## config.mk

```make
export PLATFORM = sky130hd
export DESIGN_NAME = clock_digit_raster_pixel
export DESIGN_NICKNAME = d
export VERILOG_FILES = /design/src/rtl/core/ckdr_pkg.sv /design/src/rtl/core/clock_digit_raster_pixel.sv
export SDC_FILE = /design/constraint.sdc
export NUM_CORES = 1
export LEC_CHECK = 0
export ABC_CLOCK_PERIOD_IN_PS = 5300
export BUFFER_PORTS_ARGS = -buffer_cell sky130_fd_sc_hd__buf_2
export CORE_MARGIN = 1
export CORE_UTILIZATION = 51
export DETAILED_ROUTE_END_ITERATION = 10
export GPL_TIMING_DRIVEN = 1
export PLACE_DENSITY = 0.8
export SYNTH_ARGS = -nofsm -noshare
export SYNTH_HDL_FRONTEND = slang
export SYNTH_SLANG_ARGS = --single-unit
```

## constraint.sdc

```tcl
create_clock -name clk -period 5.3 [get_ports clk]
set_input_delay 0 -clock clk [delete_from_list [all_inputs] [get_ports clk]]
set_output_delay 0 -clock clk [all_outputs]
set_load 0.02 [all_outputs]
```

## src/rtl/core/ckdr_pkg.sv

```systemverilog
// Shared types, constants and lookup functions for the clock digit raster block.
// Depends on nothing; included by the pixel pipeline top level.
package ckdr_pkg;

  // Register limits and widths.
  localparam int MAX_DIGIT_HEIGHT = 64;
  localparam int MAX_DIGIT_WIDTH  = 64;
  localparam int CFG_DATA_W       = 7;
  localparam int CFG_INDEX_W      = 2;
  localparam int COL_W            = 9;
  localparam int ROW_W            = 6;
  localparam int LOCAL_X_W        = 6;

  localparam logic [CFG_DATA_W-1:0] HEIGHT_MIN   = 7'd4;
  localparam logic [CFG_DATA_W-1:0] HEIGHT_MAX   = CFG_DATA_W'(MAX_DIGIT_HEIGHT);
  localparam logic [CFG_DATA_W-1:0] HEIGHT_RESET = 7'd9;
  localparam logic [CFG_DATA_W-1:0] WIDTH_MIN    = 7'd3;
  localparam logic [CFG_DATA_W-1:0] WIDTH_MAX    = CFG_DATA_W'(MAX_DIGIT_WIDTH);
  localparam logic [CFG_DATA_W-1:0] WIDTH_RESET  = 7'd7;

  // Register indexes on the configuration port.
  localparam logic [CFG_INDEX_W-1:0] CFG_IDX_HEIGHT = 2'd0;
  localparam logic [CFG_INDEX_W-1:0] CFG_IDX_WIDTH  = 2'd1;

  // Segment bits: top, upper-right, lower-right, bottom, lower-left, upper-left, middle.
  localparam int SEG_TOP = 0;
  localparam int SEG_UR  = 1;
  localparam int SEG_LR  = 2;
  localparam int SEG_BOT = 3;
  localparam int SEG_LL  = 4;
  localparam int SEG_UL  = 5;
  localparam int SEG_MID = 6;

  // Which part of the raster a column falls in.
  typedef enum logic [1:0] {
    RGN_GAP,
    RGN_GLYPH,
    RGN_COLON,
    RGN_OUT
  } region_t;

  // Position classes of a pixel inside its glyph, computed in the second stage.
  typedef struct packed {
    logic horiz;
    logic left;
    logic right;
    logic top;
    logic mid;
    logic bot;
    logic upper;
    logic lower;
    logic colon_row;
  } glyph_flags_t;

  // Tens digit of a value up to 63.
  function automatic logic [3:0] tens_of(input logic [5:0] v);
    logic [3:0] t;
    if (v >= 6'd60)      t = 4'd6;
    else if (v >= 6'd50) t = 4'd5;
    else if (v >= 6'd40) t = 4'd4;
    else if (v >= 6'd30) t = 4'd3;
    else if (v >= 6'd20) t = 4'd2;
    else if (v >= 6'd10) t = 4'd1;
    else                 t = 4'd0;
    return t;
  endfunction

  // Ones digit of a value up to 63.
  function automatic logic [3:0] ones_of(input logic [5:0] v);
    logic [5:0] t10;
    logic [5:0] rem;
    t10 = {2'b00, tens_of(v)} * 6'd10;
    rem = v - t10;
    return rem[3:0];
  endfunction

  // Seven-segment pattern of a decimal digit.
  function automatic logic [6:0] seg_of(input logic [3:0] d);
    logic [6:0] s;
    unique case (d)
      4'd0:    s = 7'h3F;
      4'd1:    s = 7'h06;
      4'd2:    s = 7'h5B;
      4'd3:    s = 7'h4F;
      4'd4:    s = 7'h66;
      4'd5:    s = 7'h6D;
      4'd6:    s = 7'h7D;
      4'd7:    s = 7'h07;
      4'd8:    s = 7'h7F;
      4'd9:    s = 7'h6F;
      default: s = 7'h00;
    endcase
    return s;
  endfunction

endpackage

```

## src/rtl/core/clock_digit_raster_pixel.sv

```systemverilog
// Three-stage pixel pipeline for an HH:MM seven-segment raster.
// Depends on ckdr_pkg for limits, register indexes, digit and segment tables.
//
// Usage:
//   The input channel (in_valid/in_ready) carries one request per pixel: hours,
//   minutes and the pixel row and column. The result channel (out_valid/out_ready)
//   returns lit and outside for that pixel, in request order.
//   The configuration channel (cfg_valid/cfg_ready, cfg_index, cfg_data) writes
//   digit_height (index 0) or digit_width (index 1); values are saturated into
//   their legal ranges, other indexes are ignored. cfg_ready is always high.
//   Write configuration only while no request is in flight.
// Throughput:
//   An accepted request passes through the three register stages (region and digit
//   select, position compare, segment merge) in order before out_valid shows its
//   result. One request is accepted per cycle while out_ready stays high; the
//   stages then all advance together.
// Reset:
//   rst_n low clears all stage valid bits and loads height 9 and width 7.
// Stall:
//   When out_ready is low the stages fill up one by one and in_ready drops once
//   every stage holds a request; nothing is lost or repeated.
module clock_digit_raster_pixel
  import ckdr_pkg::*;
(
  input  logic                   clk,
  input  logic                   rst_n,
  input  logic                   in_valid,
  output logic                   in_ready,
  input  logic [4:0]             in_hours,
  input  logic [5:0]             in_minutes,
  input  logic [ROW_W-1:0]       in_pixel_row,
  input  logic [COL_W-1:0]       in_pixel_col,
  output logic                   out_valid,
  input  logic                   out_ready,
  output logic                   out_lit,
  output logic                   out_outside,
  input  logic                   cfg_valid,
  output logic                   cfg_ready,
  input  logic [CFG_INDEX_W-1:0] cfg_index,
  input  logic [CFG_DATA_W-1:0]  cfg_data
);

  // Configuration registers.
  logic [CFG_DATA_W-1:0] cfg_height_r, cfg_height_nxt;
  logic [CFG_DATA_W-1:0] cfg_width_r,  cfg_width_nxt;

  // Stage enables.
  logic en1, en2, en3;

  // Stage 1 signals.
  logic                 s1_valid_r;
  region_t              s1_region_r, s1_region_nxt;
  logic [LOCAL_X_W-1:0] s1_x_r, s1_x_nxt;
  logic [ROW_W-1:0]     s1_row_r;
  logic [6:0]           s1_segs_r, s1_segs_nxt;

  // Stage 2 signals.
  logic         s2_valid_r;
  region_t      s2_region_r;
  logic [6:0]   s2_segs_r;
  glyph_flags_t s2_flags_r, s2_flags_nxt;

  // Stage 3 (output) signals.
  logic out_valid_r;
  logic out_lit_r, out_lit_nxt;
  logic out_outside_r, out_outside_nxt;

  // Column boundaries derived from the width.
  logic [COL_W-1:0] w9, w2, w3, w4;
  logic [COL_W-1:0] hr1_start, hr1_end, colon_col;
  logic [COL_W-1:0] mn0_start, mn0_end, mn1_start, mn1_end, col_end;
  logic [COL_W-1:0] col_off, col_diff;
  logic [3:0]       hr_tens, hr_ones, mn_tens, mn_ones, digit_sel;

  // Stage 2 working values.
  logic [CFG_DATA_W-1:0] half;
  logic [CFG_DATA_W-1:0] x7, r7;

  // Backpressure chain: a stage advances when it is empty or the next one advances.
  assign en3      = !out_valid_r || out_ready;
  assign en2      = !s2_valid_r || en3;
  assign en1      = !s1_valid_r || en2;
  assign in_ready = en1;
  assign cfg_ready = 1'b1;

  // Configuration writes with saturation.
  always_comb begin
    cfg_height_nxt = cfg_height_r;
    cfg_width_nxt  = cfg_width_r;
    if (cfg_valid && cfg_ready) begin
      if (cfg_index == CFG_IDX_HEIGHT) begin
        if (cfg_data < HEIGHT_MIN)      cfg_height_nxt = HEIGHT_MIN;
        else if (cfg_data > HEIGHT_MAX) cfg_height_nxt = HEIGHT_MAX;
        else                            cfg_height_nxt = cfg_data;
      end else if (cfg_index == CFG_IDX_WIDTH) begin
        if (cfg_data < WIDTH_MIN)       cfg_width_nxt = WIDTH_MIN;
        else if (cfg_data > WIDTH_MAX)  cfg_width_nxt = WIDTH_MAX;
        else                            cfg_width_nxt = cfg_data;
      end
    end
  end

  always_ff @(posedge clk) begin
    if (!rst_n) begin
      cfg_height_r <= HEIGHT_RESET;
      cfg_width_r  <= WIDTH_RESET;
    end else begin
      cfg_height_r <= cfg_height_nxt;
      cfg_width_r  <= cfg_width_nxt;
    end
  end

  // Stage 1: boundaries of the digit fields and the colon.
  assign w9        = {{(COL_W-CFG_DATA_W){1'b0}}, cfg_width_r};
  assign w2        = w9 << 1;
  assign w3        = w2 + w9;
  assign w4        = w9 << 2;
  assign hr1_start = w9 + 9'd1;
  assign hr1_end   = w2 + 9'd1;
  assign colon_col = w2 + 9'd3;
  assign mn0_start = w2 + 9'd6;
  assign mn0_end   = w3 + 9'd6;
  assign mn1_start = w3 + 9'd7;
  assign mn1_end   = w4 + 9'd7;
  assign col_end   = w4 + 9'd8;

  // Stage 1: decimal digits of the time.
  assign hr_tens = tens_of({1'b0, in_hours});
  assign hr_ones = ones_of({1'b0, in_hours});
  assign mn_tens = tens_of(in_minutes);
  assign mn_ones = ones_of(in_minutes);

  // Stage 1: region, digit and column offset of the pixel.
  always_comb begin
    s1_region_nxt = RGN_GAP;
    col_off       = '0;
    digit_sel     = hr_tens;
    priority if ({1'b0, in_pixel_row} >= cfg_height_r || in_pixel_col >= col_end) begin
      s1_region_nxt = RGN_OUT;
    end else if (in_pixel_col < w9) begin
      s1_region_nxt = RGN_GLYPH;
    end else if (in_pixel_col >= hr1_start && in_pixel_col < hr1_end) begin
      s1_region_nxt = RGN_GLYPH;
      col_off       = hr1_start;
      digit_sel     = hr_ones;
    end else if (in_pixel_col == colon_col) begin
      s1_region_nxt = RGN_COLON;
    end else if (in_pixel_col >= mn0_start && in_pixel_col < mn0_end) begin
      s1_region_nxt = RGN_GLYPH;
      col_off       = mn0_start;
      digit_sel     = mn_tens;
    end else if (in_pixel_col >= mn1_start && in_pixel_col < mn1_end) begin
      s1_region_nxt = RGN_GLYPH;
      col_off       = mn1_start;
      digit_sel     = mn_ones;
    end else begin
      s1_region_nxt = RGN_GAP;
    end
  end

  assign col_diff    = in_pixel_col - col_off;
  assign s1_x_nxt    = col_diff[LOCAL_X_W-1:0];
  assign s1_segs_nxt = seg_of(digit_sel);

  always_ff @(posedge clk) begin
    if (!rst_n) begin
      s1_valid_r <= 1'b0;
    end else if (en1) begin
      s1_valid_r <= in_valid;
    end
  end

  always_ff @(posedge clk) begin
    if (en1) begin
      s1_region_r <= s1_region_nxt;
      s1_x_r      <= s1_x_nxt;
      s1_row_r    <= in_pixel_row;
      s1_segs_r   <= s1_segs_nxt;
    end
  end

  // Stage 2: classify the local position against the glyph geometry.
  assign half = cfg_height_r >> 1;
  assign x7   = {1'b0, s1_x_r};
  assign r7   = {1'b0, s1_row_r};

  always_comb begin
    s2_flags_nxt.horiz     = (x7 >= 7'd1) && (x7 + 7'd2 <= cfg_width_r);
    s2_flags_nxt.left      = (x7 == 7'd0);
    s2_flags_nxt.right     = (x7 + 7'd1 == cfg_width_r);
    s2_flags_nxt.top       = (r7 == 7'd0);
    s2_flags_nxt.mid       = (r7 == half);
    s2_flags_nxt.bot       = (r7 + 7'd1 == cfg_height_r);
    s2_flags_nxt.upper     = (r7 >= 7'd1) && (r7 < half);
    s2_flags_nxt.lower     = (r7 >= half + 7'd1) && (r7 + 7'd2 <= cfg_height_r);
    s2_flags_nxt.colon_row = (r7 + 7'd1 == half) || (r7 == half + 7'd1);
  end

  always_ff @(posedge clk) begin
    if (!rst_n) begin
      s2_valid_r <= 1'b0;
    end else if (en2) begin
      s2_valid_r <= s1_valid_r;
    end
  end

  always_ff @(posedge clk) begin
    if (en2) begin
      s2_region_r <= s1_region_r;
      s2_segs_r   <= s1_segs_r;
      s2_flags_r  <= s2_flags_nxt;
    end
  end

  // Stage 3: merge position classes with the digit's segments.
  always_comb begin
    out_lit_nxt     = 1'b0;
    out_outside_nxt = 1'b0;
    unique case (s2_region_r)
      RGN_OUT: begin
        out_outside_nxt = 1'b1;
      end
      RGN_COLON: begin
        out_lit_nxt = s2_flags_r.colon_row;
      end
      RGN_GLYPH: begin
        priority if (s2_flags_r.horiz) begin
          priority if (s2_flags_r.top)      out_lit_nxt = s2_segs_r[SEG_TOP];
          else if (s2_flags_r.mid)          out_lit_nxt = s2_segs_r[SEG_MID];
          else if (s2_flags_r.bot)          out_lit_nxt = s2_segs_r[SEG_BOT];
          else                              out_lit_nxt = 1'b0;
        end else if (s2_flags_r.left || s2_flags_r.right) begin
          priority if (s2_flags_r.upper)
            out_lit_nxt = s2_flags_r.left ? s2_segs_r[SEG_UL] : s2_segs_r[SEG_UR];
          else if (s2_flags_r.lower)
            out_lit_nxt = s2_flags_r.left ? s2_segs_r[SEG_LL] : s2_segs_r[SEG_LR];
          else
            out_lit_nxt = 1'b0;
        end else begin
          out_lit_nxt = 1'b0;
        end
      end
      RGN_GAP: begin
        out_lit_nxt = 1'b0;
      end
      default: begin
        out_lit_nxt = 1'b0;
      end
    endcase
  end

  always_ff @(posedge clk) begin
    if (!rst_n) begin
      out_valid_r <= 1'b0;
    end else if (en3) begin
      out_valid_r <= s2_valid_r;
    end
  end

  always_ff @(posedge clk) begin
    if (en3) begin
      out_lit_r     <= out_lit_nxt;
      out_outside_r <= out_outside_nxt;
    end
  end

  assign out_valid   = out_valid_r;
  assign out_lit     = out_lit_r;
  assign out_outside = out_outside_r;

  // A pixel beyond the raster is never reported as lit.
  a_outside_unlit: assert property (@(posedge clk) disable iff (!rst_n)
    out_valid_r && out_outside_r |-> !out_lit_r)
    else $error("outside pixel reported as lit");

  // An empty output register always lets a new request in.
  a_ready_when_empty: assert property (@(posedge clk) disable iff (!rst_n)
    !out_valid_r |-> in_ready)
    else $error("input stalled while output register is empty");

  // Saturation keeps both geometry registers in range.
  a_height_range: assert property (@(posedge clk) disable iff (!rst_n)
    cfg_valid |=> (cfg_height_r >= HEIGHT_MIN) && (cfg_height_r <= HEIGHT_MAX))
    else $error("digit height out of range");

  a_width_range: assert property (@(posedge clk) disable iff (!rst_n)
    cfg_valid |=> (cfg_width_r >= WIDTH_MIN) && (cfg_width_r <= WIDTH_MAX))
    else $error("digit width out of range");

  // A stalled stage 2 request moves on unchanged once the output drains.
  a_stage2_hold: assert property (@(posedge clk) disable iff (!rst_n)
    s2_valid_r && !en3 |=> s2_valid_r && $stable(s2_region_r) && $stable(s2_flags_r))
    else $error("stalled pipeline stage changed");

endmodule
```

-- After elaboration in Yosys (flattened, before gate mapping)
Memory sizes are Yosys's and may differ from the RTL's. A register that Yosys moved wholly into a read port is not among the register bits.
Cells that the tools add are included.
- output and inout bits: 5
- flip-flop bits (word level): 51
- logic and storage cells: 147
- memories: 1
- input bits: 40
- bits in read-only memories: 112
- bitwise operators: 1
- multiply operators: 2
- add/sub/neg operators: 17
- reductions and logical operators: 21
- equal/unequal tests: 10
- multiplexer cells: 43
- $lt $le $gt $ge: 30
- memories (memory ; depth ; width ; read ports ; clocked after memory_dff ; write ports ; line ; text):
    (no name shown) ; 16 ; 7 ; 1 ; 1 ; 0 ; ckdr_pkg.sv:80 ; unique case (d)
- operators with widths (cell ; number):
    4-bit two-way mux ; 10
    6-bit two-way mux ; 6
    9-bit by 3-bit adder with 9-bit output, second input constant ; 3
    9-bit >= comparator ; 3
    9-bit less-than comparator ; 3
    6-bit by 1-bit adder with 7-bit output, second input constant ; 3
    7-bit two-way mux ; 3
    5-bit by 6-bit >= comparator with 1-bit output, second input constant ; 3
    6-bit >= comparator, second input constant ; 3
    6-bit by 2-bit adder with 7-bit output, second input constant ; 2
    7-bit equality test ; 2
    6-bit by 7-bit >= comparator with 1-bit output ; 2
    7-bit less-or-equal comparator ; 2
    7-bit zero test ; 2
    1-bit two-way mux ; 14
    6-bit by 1-bit >= comparator with 1-bit output, second input constant ; 2
    6-bit by 5-bit >= comparator with 1-bit output, second input constant ; 2
    2-bit two-way mux ; 6
    5-bit >= comparator, second input constant ; 2
    8-bit by 1-bit adder with 9-bit output, second input constant ; 1
    8-bit by 2-bit adder with 9-bit output, second input constant ; 1
    8-bit by 3-bit adder with 9-bit output, second input constant ; 1
    8-bit by 7-bit adder with 9-bit output ; 1
    9-bit by 4-bit adder with 9-bit output, second input constant ; 1
    other kinds (29) ; 46

-- Logic depth before layout (Yosys ltp)
- word-level depth: 15
- gate-level depth with buffers: 28
- gate-level depth less buffers: 26

-- Worst setup path after synthesis
Ideal clock, no wire load.
- kind: register to register
- start point: register cfg_width_r[1]
- end point: register s1_x_r[5] (data pin)
- library setup time: 0.260 ns
- setup slack: 0.048 ns
- cell stages (with the launch flop): 26
- buffers on the path: 1
- clock period less this slack: 5.252 ns
- data arrival time: 4.992 ns
- data required time: 5.040 ns
- cell sequence: dfxtp_1 ha_1 fa_1 a21o_1 a21oi_1 xnor2_1 and2_1 clkbuf_1 nand4_1 xnor2_1 ha_1 nand4_1 a21oi_1 a21oi_1 or4_4 a21o_1 a21o_1 a21o_1 ha_1 nor2b_1 o21ai_0 nand2b_1 a21o_1 a21oi_1 xnor2_1 xnor2_1
- longest elaborated chain between the ends: 11
- elaborated cells between the ends (all ways): 29
- classes of those cells: add/sub (10); order compare (8); eq/ne (1); mux (6); reduce/logical (4)
- RTL lines (item ; line ; text):
    from (decl) ; clock_digit_raster_pixel.sv:45 ; logic [CFG_DATA_W-1:0] cfg_width_r, cfg_width_nxt;
    from (signal assigned) ; clock_digit_raster_pixel.sv:109 ; cfg_width_r <= cfg_width_nxt;
    8-bit by 7-bit adder with 9-bit output ; clock_digit_raster_pixel.sv:116 ; assign w3 = w2 + w9;
    9-bit by 3-bit adder with 9-bit output ; clock_digit_raster_pixel.sv:123 ; assign mn1_start = w3 + 9'd7;
    9-bit >= comparator ; clock_digit_raster_pixel.sv:152 ; end else if (in_pixel_col >= mn1_start && in_pixel_col < mn1_end) begin
    1-bit logical AND ; clock_digit_raster_pixel.sv:152 ;
    6-bit two-way mux ; clock_digit_raster_pixel.sv:152 ;
    6-bit two-way mux ; clock_digit_raster_pixel.sv:148 ; end else if (in_pixel_col >= mn0_start && in_pixel_col < mn0_end) begin
    6-bit two-way mux ; clock_digit_raster_pixel.sv:146 ; end else if (in_pixel_col == colon_col) begin
    6-bit two-way mux ; clock_digit_raster_pixel.sv:142 ; end else if (in_pixel_col >= hr1_start && in_pixel_col < hr1_end) begin
    6-bit two-way mux ; clock_digit_raster_pixel.sv:140 ; end else if (in_pixel_col < w9) begin
    6-bit two-way mux (*) ; clock_digit_raster_pixel.sv:138 ; priority if ({1'b0, in_pixel_row} >= cfg_height_r || in_pixel_col >= col_end) begin
    6-bit subtractor (*) ; clock_digit_raster_pixel.sv:161 ; assign col_diff = in_pixel_col - col_off;
    named net col_diff[5] ; clock_digit_raster_pixel.sv:72 ; logic [COL_W-1:0] col_off, col_diff;
    to (signal assigned) ; clock_digit_raster_pixel.sv:176 ; s1_x_r <= s1_x_nxt;
    to (decl) ; clock_digit_raster_pixel.sv:53 ; logic [LOCAL_X_W-1:0] s1_x_r, s1_x_nxt;
Mark *: on every way through the listed nets, which the timed path passes. The rest lies on a longest branch.
A chain may end at the register's enable or synchronous reset.

-- Final worst setup path
Same ends and word-level chain as after synthesis.

==> flow_summary.json <==
{
  "synth-edff-count": 41,
  "syn_inst": 734,
  "dr.pass1.iters": 5,
  "area_growth_pct": 15.3,
  "pre_cts_ws_ps": 51.6,
  "async_flop_share_pct": 0,
  "place_congestion": 0.942,
  "cp.arrival_ps": 5160,
  "synthDistinctLibCells": 67,
  "maxCapViolations": 0,
  "end_kind": "register",
  "powerDensity_nw_per_um2": 223,
  "crit_path_max_fanout": 4,
  "multi_input_area_um2": 4780,
  "synth.net_count": 908,
  "overflow": 0,
  "fmax_ghz": 0.197,
  "dpl_cell_area_um2": 7150,
  "clock_skew_ps": 4.15,
  "cp-startpoint": "cfg_width_r[1]",
  "fin_cells": 986,
  "r2r-start": "cfg_width_r[1]",
  "dp_hpwl_um": 12100,
  "chipWidth_um": 116,
  "stdcell_area_um2": 7640,
  "cts-root-buf": "clkbuf_16",
  "period_share_pct": 95.9,
  "pwr-share-comb_pct": 31.6,
  "final_util_pct": 60.5,
  "seqCellArea_um2": 1570,
  "switchingPower_w": 0.000524,
  "drc": 0,
  "grt_pass1_wl_um": 26600,
  "outcome": "finished clean",
  "antenna_found_initial": 0,
  "htreeDepth": 3,
  "startpoint_type": "register",
  "fin_nets": 983,
  "grt_pass1_vias": 5566,
  "finalHoldViolations": 0,
  "min_from": "rst_n",
  "synth_top_cell_by_area": "ha_1",
  "seqPwrFrac_pct": 33.5,
  "drt_iter0_markers": 297,
  "ys_ff_latch": 58,
  "cts_sinks": 58,
  "wl_per_cell_um": 16.3,
  "insertedDiodeCount": 0,
  "syn_avg_cell_area_um2": 9.02,
  "switching_share_pct": 30.7,
  "ios": 45,
  "die_y_um": 116,
  "setup_viol": 0,
  "synth_area_leaders": "ha_1 25%, edfxtp_1 19%, xnor2_1 6.9%, dfxtp_1 5.1%, a21oi_1 2.9%",
  "ys_seq_area_share_pct": 23.7,
  "hp-class": "in2reg",
  "fillers": 1108,
  "clk_path_buf_depth": 2,
  "drv_slew": 0,
  "cp.required_ps": 5380,
  "criticalPathCategory": "reg2reg",
  "total_leakage_power_nw": 3.31,
  "cts_tree": "yes",
  "setup_ws_ps": 217,
  "max_slew.worst_pin.slew_ps": 1140,
  "layout-drive-gt1-share_pct": 13.3,
  "clockPowerShare_pct": 34.9,
  "synth_top_area_share_pct": 24.8,
  "place_inst": 955,
  "rows": 41,
  "numCtsBuffers": 9,
  "initial_utilization_pct": 52.5,
  "core_area_um2": 12600,
  "drtAntennaViolNets": 0,
  "rsz0062_at_grt": "true",
  "grt_usage_pct": 25.5,
  "slew_headroom_pct": 23.8,
  "die-area_um2": 13400,
  "grt_max_degree": 24,
  "route.vias.total": 5678,
  "vdd_drop_max_uv": 109,
  "clock_latency_ps": 330,
  "wl_um": 16100,
  "min_period_ps": 5080,
  "syn_area_um2": 6620,
  "portBuffers": 43,
  "total_power_w": 0.00170,
  "synth_warnings": 0,
  "clk_pin_slew_ps": 50,
  "internal_power_w": 0.00118,
  "synthFlopType": "edfxtp_1",
  "viasPerCell": 5.76
}
## cell usage after synthesis, drive strengths merged (8+ instances only)
cell type and number:
ha 131, inv 55, xnor2 54, nand2 49, a21oi 41, edfxtp 41
nor2 39, o21ai 34, nand3 30, nor2b 30, dfxtp 17, o21a 17
xor2 17, nand2b 13, a21o 11, clkbuf 11, a31oi 10, nor3 10
nand4 9, buf 8, mux2i 8, o211ai 8
## worst max-delay path: stages (launching register included)
cell      delay (ps)
dfxtp_2          340
ha_2             190
fa_2             350
a21o_1           200
a21oi_2          150
nor2b_1           60
nor2_1            90
o21bai_1          80
xnor2_1          150
buf_4            140
buf_4            140
xor2_1           150
ha_1             300
nand4_1           90
a21oi_1          120
a21oi_1          120
or4_4            470
a21o_1           210
a21o_1           170
a21o_1           160
ha_1             260
nor2b_1          130
o21ai_1          120
nand2b_1          90
a21o_1           200
a21oi_2          150
xnor2_1          140
xnor2_1           90
## final timing paths
| check | to | slack [ps] | depth (start not counted) |
|---|---|---|---|
| worst max-delay path | s1_x_r[5] | 220 | 27 |
| worst min-delay path | cfg_width_r[0] | 20 | 2 |
| worst max register to register | s1_x_r[5] | 220 | 27 |
| worst min register to register | s2_region_r[1] | 420 | 0 |
## registers in the layout, summed over array words and instances, names as in the netlist
name,cells
s2_valid_r,1
s2_segs_r,7
out_outside,1
s2_flags_r,9
cfg_height_r,7
cfg_width_r,7
s1_row_r,6
out_valid,1
s1_region_r,2
out_lit,1
s2_region_r,2
s1_x_r,6
s1_valid_r,1
s1_segs_r,7
## layout by cell type, fill, tap and decap left out, types with 30 or more instances in the layout
cell      Yosys  final
buf_2         7     43
nand3_1      30     30
xnor2_1      52     51
nor2_1       39     39
nand2_1      49     49
o21ai_0      33     31
edfxtp_1     41     41
nor2b_1      30     30
inv_1        52     52
a21oi_1      39     37
ha_1        131    130
## logic make-up (layout without fill, tap and decap cells)
group,after synthesis,count (layout),synth area share (%)
other,1,1,0.0566
and+or+nand+nor,211,211,16.5
AOI/OAI and AO/OA,175,175,18.1
adders and majority gates,134,134,25.7
buffers and inverters,74,154,4.40
DFF,58,58,23.7
xor gates and xnor gates,73,73,10.3
muxes,8,8,1.21
## power groups by stage
stage	clock, W	sequential [W]	combinational (W)
floorplan	0	0.000564	0.000373
global placement	0	0.000578	0.000499
detailed placement	0	0.000579	0.000515
CTS	0.000603	0.000571	0.000529
global route	0.000625	0.000575	0.000604
finish	0.000594	0.000571	0.000538
## metrics by stage
step / setup TNS, ps / hold slack (ps)
final: 0 / 23.0
after global routing: -228 / 23.4
after floorplan: 0 / 98.9
after detailed placement: 0 / 200
after CTS: 0 / 12.8
after global placement: 0 / 201
## final cells by class
class	instances	area share (%)
multi-input combinational	602	62.6
sequential	58	20.6
timing repair buffer	83	7.18
clock buffer	12	3.49
tap	172	2.82
inverter	55	2.70
clock inverter	4	0.639
## what timing repair did
action | in CTS | in global routing
setup endpoints to repair | 0 | 8
hold buffers | 13 | 0
buffers inserted | 0 | 2
endpoints found under the hold margin | 13 | 0
resized for setup | 0 | 11
## layer usage
metal | share of wire [%] | wire, µm | GRT usage [%] | vias up
li1 | - | - | - | 2827
met1 | 44 | 7000 | 30.8 | 2647
met3 | 4.7 | 761 | 4.39 | 39
met5 | 0 | 0 | 0 | -
met4 | 3.0 | 477 | 11.3 | 0
met2 | 49 | 7850 | 44.4 | 165
(Power assumes the default switching activity.)
